File: src/rtl/hss_pkg.sv
package hss_pkg;

  localparam logic [1:0] REQ_TICK  = 2'd0;
  localparam logic [1:0] REQ_DRIVE = 2'd1;
  localparam logic [1:0] REQ_STOP  = 2'd2;

  localparam logic [3:0] MAX_SPEED    = 4'd8;
  localparam logic [7:0] PERIOD_RESET = 8'd255;

  typedef struct packed {
    logic [3:0] coils;
    logic       running;
    logic [2:0] phase;
  } status_t;

  // half-step pattern: A, AB, B, BC, C, CD, D, DA
  function automatic logic [3:0] coil_pattern(input logic [2:0] ph);
    logic [3:0] pat;
    case (ph)
      3'd0:    pat = 4'h1;
      3'd1:    pat = 4'h3;
      3'd2:    pat = 4'h2;
      3'd3:    pat = 4'h6;
      3'd4:    pat = 4'h4;
      3'd5:    pat = 4'hC;
      3'd6:    pat = 4'h8;
      3'd7:    pat = 4'h9;
      default: pat = 4'h0;
    endcase
    return pat;
  endfunction

endpackage

File: src/rtl/hss_seq.sv
module hss_seq #(
  parameter int STEP_COUNT_BITS = 16
) (
  input  logic                       clk,
  input  logic                       rst,
  input  logic                       cfg_we,
  input  logic                       cfg_data,
  input  logic                       accept,
  input  logic [1:0]                 req_type,
  input  logic [7:0]                 speed,
  input  logic                       direction,
  input  logic                       continuous,
  input  logic [15:0]                full_steps,
  output hss_pkg::status_t           status_next,
  output logic [STEP_COUNT_BITS-1:0] count_next
);

  logic                       default_direction;
  logic                       run_flag;
  logic                       forever_flag;
  logic [2:0]                 phase_index;
  logic [STEP_COUNT_BITS-1:0] step_count;
  logic                       turn_dir;
  logic [7:0]                 period_value;
  logic [7:0]                 tick_count;
  logic [3:0]                 coil_bits;

  logic                       run_flag_next;
  logic                       forever_flag_next;
  logic [2:0]                 phase_index_next;
  logic [STEP_COUNT_BITS-1:0] step_count_next;
  logic                       turn_dir_next;
  logic [7:0]                 period_value_next;
  logic [7:0]                 tick_count_next;
  logic [3:0]                 coil_bits_next;

  logic [8:0]  tick_sum;
  logic        period_match;
  logic        wrapped;
  logic        upward;
  logic [3:0]  speed_clamped;
  logic [31:0] steps_ext;

  assign tick_sum      = {1'b0, tick_count} + 9'd1;
  assign period_match  = tick_sum >= {1'b0, period_value};
  assign upward        = (turn_dir == default_direction);
  assign wrapped       = upward ? (phase_index == 3'd7) : (phase_index == 3'd0);
  assign speed_clamped = (speed > 8'(hss_pkg::MAX_SPEED)) ? hss_pkg::MAX_SPEED : speed[3:0];
  assign steps_ext     = 32'(full_steps);

  always_comb begin
    run_flag_next     = run_flag;
    forever_flag_next = forever_flag;
    phase_index_next  = phase_index;
    step_count_next   = step_count;
    turn_dir_next     = turn_dir;
    period_value_next = period_value;
    tick_count_next   = tick_count;
    coil_bits_next    = coil_bits;
    case (req_type)
      hss_pkg::REQ_TICK: begin
        if (run_flag) begin
          if (period_match) begin
            tick_count_next = 8'd0;
            if (!forever_flag && step_count == '0) begin
              // count used up: stop without a further step
              run_flag_next     = 1'b0;
              forever_flag_next = 1'b0;
              phase_index_next  = 3'd0;
              step_count_next   = '0;
              coil_bits_next    = 4'd0;
            end else begin
              phase_index_next = upward ? phase_index + 3'd1 : phase_index - 3'd1;
              if (wrapped && !forever_flag) begin
                step_count_next = step_count - STEP_COUNT_BITS'(1);
              end
              coil_bits_next = hss_pkg::coil_pattern(phase_index_next);
            end
          end else begin
            tick_count_next = tick_count + 8'd1;
          end
        end
      end
      hss_pkg::REQ_DRIVE: begin
        turn_dir_next = direction;
        if (speed == 8'd0) begin
          run_flag_next     = 1'b0;
          forever_flag_next = 1'b0;
          phase_index_next  = 3'd0;
          step_count_next   = '0;
          tick_count_next   = 8'd0;
          coil_bits_next    = 4'd0;
        end else begin
          // period of 2^(speed-1)+1 ticks, with speed clamped to MAX_SPEED
          period_value_next = (8'd1 << (speed_clamped - 4'd1)) + 8'd1;
          tick_count_next   = 8'd0;
          phase_index_next  = 3'd0;
          run_flag_next     = 1'b1;
          forever_flag_next = continuous;
          step_count_next   = continuous ? '0 : steps_ext[STEP_COUNT_BITS-1:0];
        end
      end
      hss_pkg::REQ_STOP: begin
        run_flag_next     = 1'b0;
        forever_flag_next = 1'b0;
        phase_index_next  = 3'd0;
        step_count_next   = '0;
        tick_count_next   = 8'd0;
        coil_bits_next    = 4'd0;
      end
      default: begin
      end
    endcase
  end

  always_ff @(posedge clk) begin
    if (rst) begin
      default_direction <= 1'b0;
    end else if (cfg_we) begin
      default_direction <= cfg_data;
    end
  end

  always_ff @(posedge clk) begin
    if (rst) begin
      run_flag     <= 1'b0;
      forever_flag <= 1'b0;
      phase_index  <= 3'd0;
      step_count   <= '0;
      turn_dir     <= 1'b0;
      period_value <= hss_pkg::PERIOD_RESET;
      tick_count   <= 8'd0;
      coil_bits    <= 4'd0;
    end else if (accept) begin
      run_flag     <= run_flag_next;
      forever_flag <= forever_flag_next;
      phase_index  <= phase_index_next;
      step_count   <= step_count_next;
      turn_dir     <= turn_dir_next;
      period_value <= period_value_next;
      tick_count   <= tick_count_next;
      coil_bits    <= coil_bits_next;
    end
  end

  assign status_next.coils   = coil_bits_next;
  assign status_next.running = run_flag_next;
  assign status_next.phase   = phase_index_next;
  assign count_next          = step_count_next;

`ifndef SYNTHESIS
  a_idle_coils_off: assert property (@(posedge clk) disable iff (rst)
    !run_flag |-> (coil_bits == 4'd0 && phase_index == 3'd0 && step_count == '0))
    else $error("coils or phase left set while stopped");

  a_forever_no_count: assert property (@(posedge clk) disable iff (rst)
    forever_flag |-> (step_count == '0 && run_flag))
    else $error("continuous mode with a step count");

  a_period_legal: assert property (@(posedge clk) disable iff (rst)
    period_value == 8'd2 || period_value == 8'd3 || period_value == 8'd5 ||
    period_value == 8'd9 || period_value == 8'd17 || period_value == 8'd33 ||
    period_value == 8'd65 || period_value == 8'd129 || period_value == 8'd255)
    else $error("tick period outside the speed table");
`endif

endmodule

File: src/rtl/half_step_stepper_sequencer_top.sv
// half-step sequencer for the four coils of a unipolar stepper
// input channel (in_valid/in_ready) carries one request per transaction:
//   tick advances the prescaler while running, drive starts the motor at a
//   given speed, direction and step count (speed 0 stops it), stop turns the coils off
// output channel (out_valid/out_ready) returns one result per request: the
// coil bits, running flag, phase and remaining step count after the update
// out_valid rises in the cycle after acceptance; one request is taken
// every cycle as long as the receiver keeps up, since the state update is a
// single pass of logic into the state and result registers
// when the receiver stalls, the result register holds its transaction and
// in_ready stays low until it is taken
// cfg_we writes default_direction at any clock edge; it is meant to change
// only while no transaction is in flight
// synchronous reset stops the motor, clears phase, count and coils, sets the
// tick period to 255 and default_direction to 0, and empties the output
module half_step_stepper_sequencer_top #(
  parameter int STEP_COUNT_BITS = 16
) (
  input  logic        clk,
  input  logic        rst,
  input  logic        cfg_we,
  input  logic        cfg_data,
  input  logic        in_valid,
  output logic        in_ready,
  input  logic [1:0]  req_type,
  input  logic [7:0]  speed,
  input  logic        direction,
  input  logic        continuous,
  input  logic [15:0] full_steps,
  output logic        out_valid,
  input  logic        out_ready,
  output logic [3:0]  coils,
  output logic        running,
  output logic [2:0]  phase,
  output logic [15:0] steps_left
);

  logic                       accept;
  hss_pkg::status_t           status_next;
  logic [STEP_COUNT_BITS-1:0] count_next;
  logic [31:0]                count_ext;

  assign in_ready  = !out_valid || out_ready;
  assign accept    = in_valid && in_ready;
  assign count_ext = 32'(count_next);

  hss_seq #(
    .STEP_COUNT_BITS(STEP_COUNT_BITS)
  ) u_seq (
    .clk        (clk),
    .rst        (rst),
    .cfg_we     (cfg_we),
    .cfg_data   (cfg_data),
    .accept     (accept),
    .req_type   (req_type),
    .speed      (speed),
    .direction  (direction),
    .continuous (continuous),
    .full_steps (full_steps),
    .status_next(status_next),
    .count_next (count_next)
  );

  always_ff @(posedge clk) begin
    if (rst) begin
      out_valid <= 1'b0;
    end else if (accept) begin
      out_valid <= 1'b1;
    end else if (out_ready) begin
      out_valid <= 1'b0;
    end
  end

  // result payload, loaded with the state after the update
  always_ff @(posedge clk) begin
    if (accept) begin
      coils      <= status_next.coils;
      running    <= status_next.running;
      phase      <= status_next.phase;
      steps_left <= count_ext[15:0];
    end
  end

endmodule
File: config.mk
export PLATFORM = sky130hd
export DESIGN_NAME = half_step_stepper_sequencer_top
export DESIGN_NICKNAME = d
export VERILOG_FILES = /design/src/rtl/hss_pkg.sv /design/src/rtl/hss_seq.sv /design/src/rtl/half_step_stepper_sequencer_top.sv
export SDC_FILE = /design/constraint.sdc
export NUM_CORES = 1
export LEC_CHECK = 0
export BUFFER_PORTS_ARGS = -buffer_cell sky130_fd_sc_hd__buf_2
export CORE_ASPECT_RATIO = 2
export CORE_MARGIN = 4
export CORE_UTILIZATION = 47
export DETAILED_ROUTE_END_ITERATION = 8
export PLACE_DENSITY_LB_ADDON = 0.12
export SYNTH_ARGS = -nofsm -noshare
export SYNTH_HDL_FRONTEND = slang
export SYNTH_SLANG_ARGS = --single-unit
File: constraint.sdc
create_clock -name clk -period 3 [get_ports clk]
set_input_delay 0.3 -clock clk [delete_from_list [all_inputs] [get_ports clk]]
set_output_delay 0.3 -clock clk [all_outputs]
set_load 0.005 [all_outputs]
## Yosys cells after proc, flatten, opt, wreduce, memory -nomap -nowiden

Memories as Yosys holds them, arrays and structs flattened.
Index checks and enable logic that the tools add are counted.

- Register bits: 68
- Bits in latches: 0
- Bits in writable memories: 0
- ROM bits: 32
- Input bits: 34
- Memories: 1

- $add $sub $neg: 7
- $mul: 0
- Div/mod/pow operators: 0
- Order comparisons: 2
- Equality and inequality tests: 7
- Shifts and indexed selects: 1
- Multiplexer cells: 34
- Bitwise operators: 1
- Reductions and logical operators: 18

Memory list:

| memory | words | width | rd ports | clocked after Yosys merged registers in | wr ports | line | RTL |
|---|---|---|---|---|---|---|---|
| (name not given) | 8 | 4 | 1 | 0 | 0 | hss_pkg.sv:19 | `case (ph)` |

Operator list:

| cell | number |
|---|---|
| $mux W16 | 6 |
| $pmux W16 S3 | 1 |
| $mux W4 | 5 |
| $add A8 B1 Y8 const B | 2 |
| $logic_not A16 Y1 | 1 |
| $mux W8 | 2 |
| $pmux W8 S2 | 1 |
| $sub A16 B1 Y16 const B | 1 |
| $mux W3 | 4 |
| $pmux W4 S3 | 1 |
| $mux W1 | 11 |
| $add A8 B1 Y9 const B | 1 |
| $ge A9 B8 Y1 | 1 |
| $gt A8 B4 Y1 const B | 1 |
| $logic_not A8 Y1 | 1 |
| $shl A1 B4 Y8 const A | 1 |
| $ne A2 B1 Y1 const B | 3 |
| $pmux W1 S3 | 2 |
| $pmux W3 S2 | 1 |
| $reduce_and A3 Y1 | 2 |
| $reduce_and A5 Y1 | 1 |
| $reduce_bool A2 Y1 | 2 |
| $sub A4 B1 Y4 const B | 1 |
| $add A3 B1 Y3 const B | 1 |
| 14 further kinds | 17 |

## Longest topological paths before layout

- Word-level depth: 8
- Mapped depth: 12
- Gate-level depth less buffers: 11

## Cells and area by module

A second synthesis with hierarchy kept.

- Cells, all modules: 470
- Area total of the unflattened synthesis: 4356.7 sq um

By module, submodules not included:

| module | instances | cells an instance | area each (sq um) |
|---|---|---|---|
| hss_seq | 1 | 441 | 3580.9 |
| half_step_stepper_sequencer_top | 1 | 29 | 775.7 |

## Worst setup path before layout

No wires, ideal clock.

- Path kind: register to register
- Start point: reg u_seq.tick_count[0]
- End point: reg coils[3] (data pin)
- Library setup time: 0.257 ns
- Data arrival time: 2.719 ns
- Setup slack: 0.024 ns
- Cell stages (with the launch flop): 13
- Path buffers: 1
- Path through: dfxtp_1 > ha_1 > and3_2 > and3_1 > xor2_1 > ha_1 > nand4_1 > nor2_1 > o31a_1 > o21ai_1 > buf_2 > a211o_1 > a32o_1

RTL lines:

| element | line | RTL |
|---|---|---|
| start: declaration | hss_seq.sv:25 | `logic [7:0] tick_count;` |
| start signal: assignment | hss_seq.sv:141 | `tick_count <= tick_count_next;` |
| end signal: assignment | half_step_stepper_sequencer_top.sv:77 | `coils <= status_next.coils;` |
| end: declaration | half_step_stepper_sequencer_top.sv:32 | `output logic [3:0] coils,` |

## Worst setup path after layout

- Start point: reg u_seq.tick_count[0]
- End point: reg steps_left[15] (data pin)

- Word-level cells in the longest chain between the ends: 5

RTL lines:

| element | line | RTL |
|---|---|---|
| $add A8 B1 Y9 | hss_seq.sv:44 | `assign tick_sum = {1'b0, tick_count} + 9'd1;` |
| $ge A9 B8 Y1 | hss_seq.sv:45 | `assign period_match = tick_sum >= {1'b0, period_value};` |
| $mux W16 | hss_seq.sv:63 | `if (period_match) begin` |
| $mux W16 | hss_seq.sv:62 | `if (run_flag) begin` |
| $pmux W16 S3 | hss_seq.sv:60 | `case (req_type)` |
| named net count_next[15] | half_step_stepper_sequencer_top.sv:40 | `logic [STEP_COUNT_BITS-1:0] count_next;` |
| end signal: assignment | half_step_stepper_sequencer_top.sv:80 | `steps_left <= count_ext[15:0];` |
| end: declaration | half_step_stepper_sequencer_top.sv:35 | `output logic [15:0] steps_left` |

The timed path passes the listed nets, and every way through them passes these cells.
A chain may end at the register's enable or synchronous reset.

==> flow_summary.json <==
{
  "cpPeakStageDelay_ps": 430,
  "min_from": "cfg_data",
  "final_util_pct": 60.8,
  "cellLeakagePower_nw": 2.25,
  "crit_path_end_kind": "flop",
  "ir_worst_vdd_mv": 0.305,
  "hold_viol": 0,
  "place_congestion": 0.945,
  "synthesis.nets": 532,
  "die-area_mm2": 0.0108,
  "ys_seq_elements": 68,
  "drt_iter0_markers": 347,
  "core-area_mm2": 0.00895,
  "grt_pass1_wl_mm": 21.7,
  "yosysSeqAreaShare_pct": 37.3,
  "hpwlAfterDp_mm": 10.8,
  "cp_num_buf_inv": 1,
  "cts_made_buffers": 9,
  "portBuffers": 59,
  "crit_chain": "ha_2, and3_2, and3_4, xor2_1, ha_2, nand4_1, nor2_2, o31ai_4, buf_4, a2111oi_2, nor2_1, o211ai_1",
  "switching_share_pct": 27.1,
  "insertion_delay_ps": 340,
  "clk_pin_slew_ps": 60,
  "die_w_um": 75.6,
  "p_seq_share_pct": 39.7,
  "antenna_found_initial": 0,
  "fin_crit_sh_pct": 96.5,
  "cp_max_fo": 8,
  "power_switching_mw": 0.695,
  "finalNonFillerCells": 680,
  "clockPowerShare_pct": 44.2,
  "die_y_um": 143,
  "critical_path_class": "reg2reg",
  "ant_nets": 0,
  "required_ps": 3170,
  "synth_ff_type": "dfxtp_1",
  "synth-edff-count": 24,
  "skew_ps": 6.50,
  "grt_util_all_layers_pct": 27.3,
  "finalMaxSlewViolations": 0,
  "tightestPinTransition_ps": 1140,
  "clock_sinks": 68,
  "power_per_cell_area_mw_per_mm2": 472,
  "startpoint_type": "flop",
  "critPathMostFrequentCell": "ha_2",
  "ys_warn_count": 0,
  "setup-tns-final_ps": 0,
  "async_flop_share_pct": 0,
  "post-place-cells": 658,
  "start_util_pct": 48.0,
  "viasPerCell": 6.36,
  "intPower_mw": 1.87,
  "rows": 49,
  "grt_pass1_vias": 4244,
  "worstReg2RegStart": "u_seq.tick_count[0]",
  "holdBufCountCts": 0,
  "vias": 4327,
  "hp-class": "in2reg",
  "total_power_mw": 2.57,
  "worst_ep_arrival_time_ps": 3070,
  "cts_tree": "done",
  "drc": 0,
  "synthCells": 480,
  "outcome": "completed",
  "insertedDiodeCount": 0,
  "crit_path_start": "u_seq.tick_count[0]",
  "io_pins": 60,
  "fin_nets": 625,
  "grt_max_degree": 39,
  "syn_area_mm2": 0.00430,
  "cts_root_buf": "clkbuf_16",
  "ctsLongestPathBuffers": 2,
  "final_layout_size_suffix_gt1_share_pct": 28.9,
  "dr.pass1.iters": 5,
  "wl_per_cell_um": 21.4,
  "htreeDepth": 3,
  "synth_cell_type_count": 78,
  "drt_wl_total_mm": 14.5,
  "synth.avg_cell_area_um2": 8.95,
  "crit_family": "compound AO/OA/AOI/OAI gates",
  "syn2layout_area_growth_pct": 26.6,
  "maxCapViolations": 0,
  "grt-ovfl-total": 0,
  "finalCriticalPeriod_ps": 2890,
  "finalSetupViolations": 0,
  "slew_headroom_pct": 21.5,
  "clock.fmax_mhz": 346,
  "slowest_stage": "a2111oi_2",
  "comb_power_share_pct": 16.1,
  "fillers": 821
}
[area by class of cell]
cell class	count	area (um2)	share of cell area, %
multi-input cells	350	2550	46.9
flip-flops and latches	68	1600	29.5
repair buffers	109	707	13.0
clock buffers	9	225	4.14
inverters	35	131	2.42
well taps	102	128	2.35
clock inverters	7	91.3	1.68
[per-stage QoR]
step                hold WS (ps)  instance area (um2)  worst slack [ps]
CTS                          191                 5270             -10.7
finish                       202                 5440               106
global placement             456                 4950             -75.3
detailed placement           452                 4950              -129
floorplan                    404                 4300              24.0
global route                 203                 5440             -33.3
[registers in the layout, indices dropped and copies added (netlist names), 3 cells and up]
name                count
u_seq.coil_bits         4
coils                   4
u_seq.step_count       16
u_seq.phase_index       3
phase                   3
u_seq.tick_count        8
u_seq.period_value      8
steps_left             16
[cells in the final DEF, fill, tap and decap left out, types with 4 or more instances in the layout]
cell type | netlist | layout
a2111oi_2 | 4 | 4
a211o_1 | 4 | 4
a211oi_1 | 5 | 4
a21o_1 | 9 | 9
a21oi_1 | 38 | 36
a21oi_2 | 3 | 5
a221oi_1 | 6 | 5
a22oi_1 | 4 | 4
a31oi_1 | 5 | 5
and2_1 | 5 | 5
buf_2 | 6 | 59
buf_4 | 0 | 45
clkbuf_16 | 0 | 9
dfxtp_1 | 44 | 42
edfxtp_1 | 24 | 24
ha_1 | 17 | 15
inv_1 | 35 | 35
mux2i_1 | 4 | 4
nand2_1 | 42 | 41
nand2b_1 | 9 | 9
nand3_1 | 9 | 8
nand4_1 | 6 | 6
nor2_1 | 22 | 21
nor2b_1 | 4 | 4
nor3_1 | 7 | 7
nor4_1 | 7 | 7
o2111ai_1 | 4 | 4
o211ai_1 | 12 | 12
o21ai_0 | 19 | 18
o21ai_1 | 4 | 4
o22ai_1 | 9 | 9
o32ai_1 | 10 | 10
or3_1 | 5 | 5
xor2_1 | 7 | 7
[tightest hold or removal path: stages]
cell and delay [ps]:
buf_2 70, mux2i_1 60, nor2_1 70
[final timing paths]
check                                               end  slack, ps  cells past startpoint
worst max-delay path                     steps_left[15]        110                     12
worst min-delay path            u_seq.default_direction        200                      3
worst max register to register           steps_left[15]        110                     12
worst min register to register    u_seq.period_value[3]        470                      1
[power groups by stage]
stage	Clock, mW	Sequential, mW	Combinational, mW
2_1_floorplan	0	1.04	0.229
3_3_place_gp	0	1.04	0.393
3_5_place_dp	0	1.04	0.397
4_1_cts	1.15	1.02	0.400
5_1_grt	1.19	1.02	0.445
6_report	1.13	1.02	0.414
[cells in the mapped netlist (6+ instances only)]
| cell type | count | area (um2) |
|---|---|---|
| edfxtp_1 | 24 | 721 |
| a21oi_1 | 38 | 190 |
| dfxtp_1 | 44 | 881 |
| nor4_1 | 7 | 43.8 |
| a221oi_1 | 6 | 52.6 |
| xor2_1 | 7 | 61.3 |
| buf_2 | 6 | 30.0 |
| ha_1 | 17 | 213 |
| nand2_1 | 42 | 158 |
| o22ai_1 | 9 | 56.3 |
| a21o_1 | 9 | 67.6 |
| nand4_1 | 6 | 37.5 |
| o32ai_1 | 10 | 87.6 |
| o21ai_0 | 19 | 95.1 |
| nor2_1 | 22 | 82.6 |
| inv_1 | 35 | 131 |
| nand3_1 | 9 | 45.0 |
| clkbuf_1 | 18 | 67.6 |
| o211ai_1 | 12 | 90.1 |
| nand2b_1 | 9 | 56.3 |
| nor3_1 | 7 | 35.0 |
[repair_timing]
action / 4_1_cts / 5_1_grt
gates resized for setup: 2 / 29
pin swaps: 0 / 10
setup buffers: 0 / 5
gates cloned: 0 / 1
endpoints found under the setup margin: 4 / 36
[layer usage]
metal	vias to the layer above	GRT usage (%)	routed length, um
met1	2058	26.7	4960
li1	2043	-	-
met5	-	0	0
met4	0	16.9	876
met2	171	50.2	8140
met3	55	4.79	545
[cells by family (layout without fill, tap and decap cells)]
kind of cell | count (synthesis) | after routing | share of synthesized area (%)
multiplexers | 5 | 5 | 1.19
adder cells (fa/ha/maj) | 18 | 18 | 5.41
flip-flops | 68 | 68 | 37.3
XOR/XNOR | 10 | 10 | 2.21
buffers and inverters | 62 | 160 | 5.76
AND/OR/NAND/NOR | 142 | 142 | 18.3
AO/OA/AOI/OAI | 175 | 175 | 29.9
No activity file was read; power rests on OpenSTA's default activity.
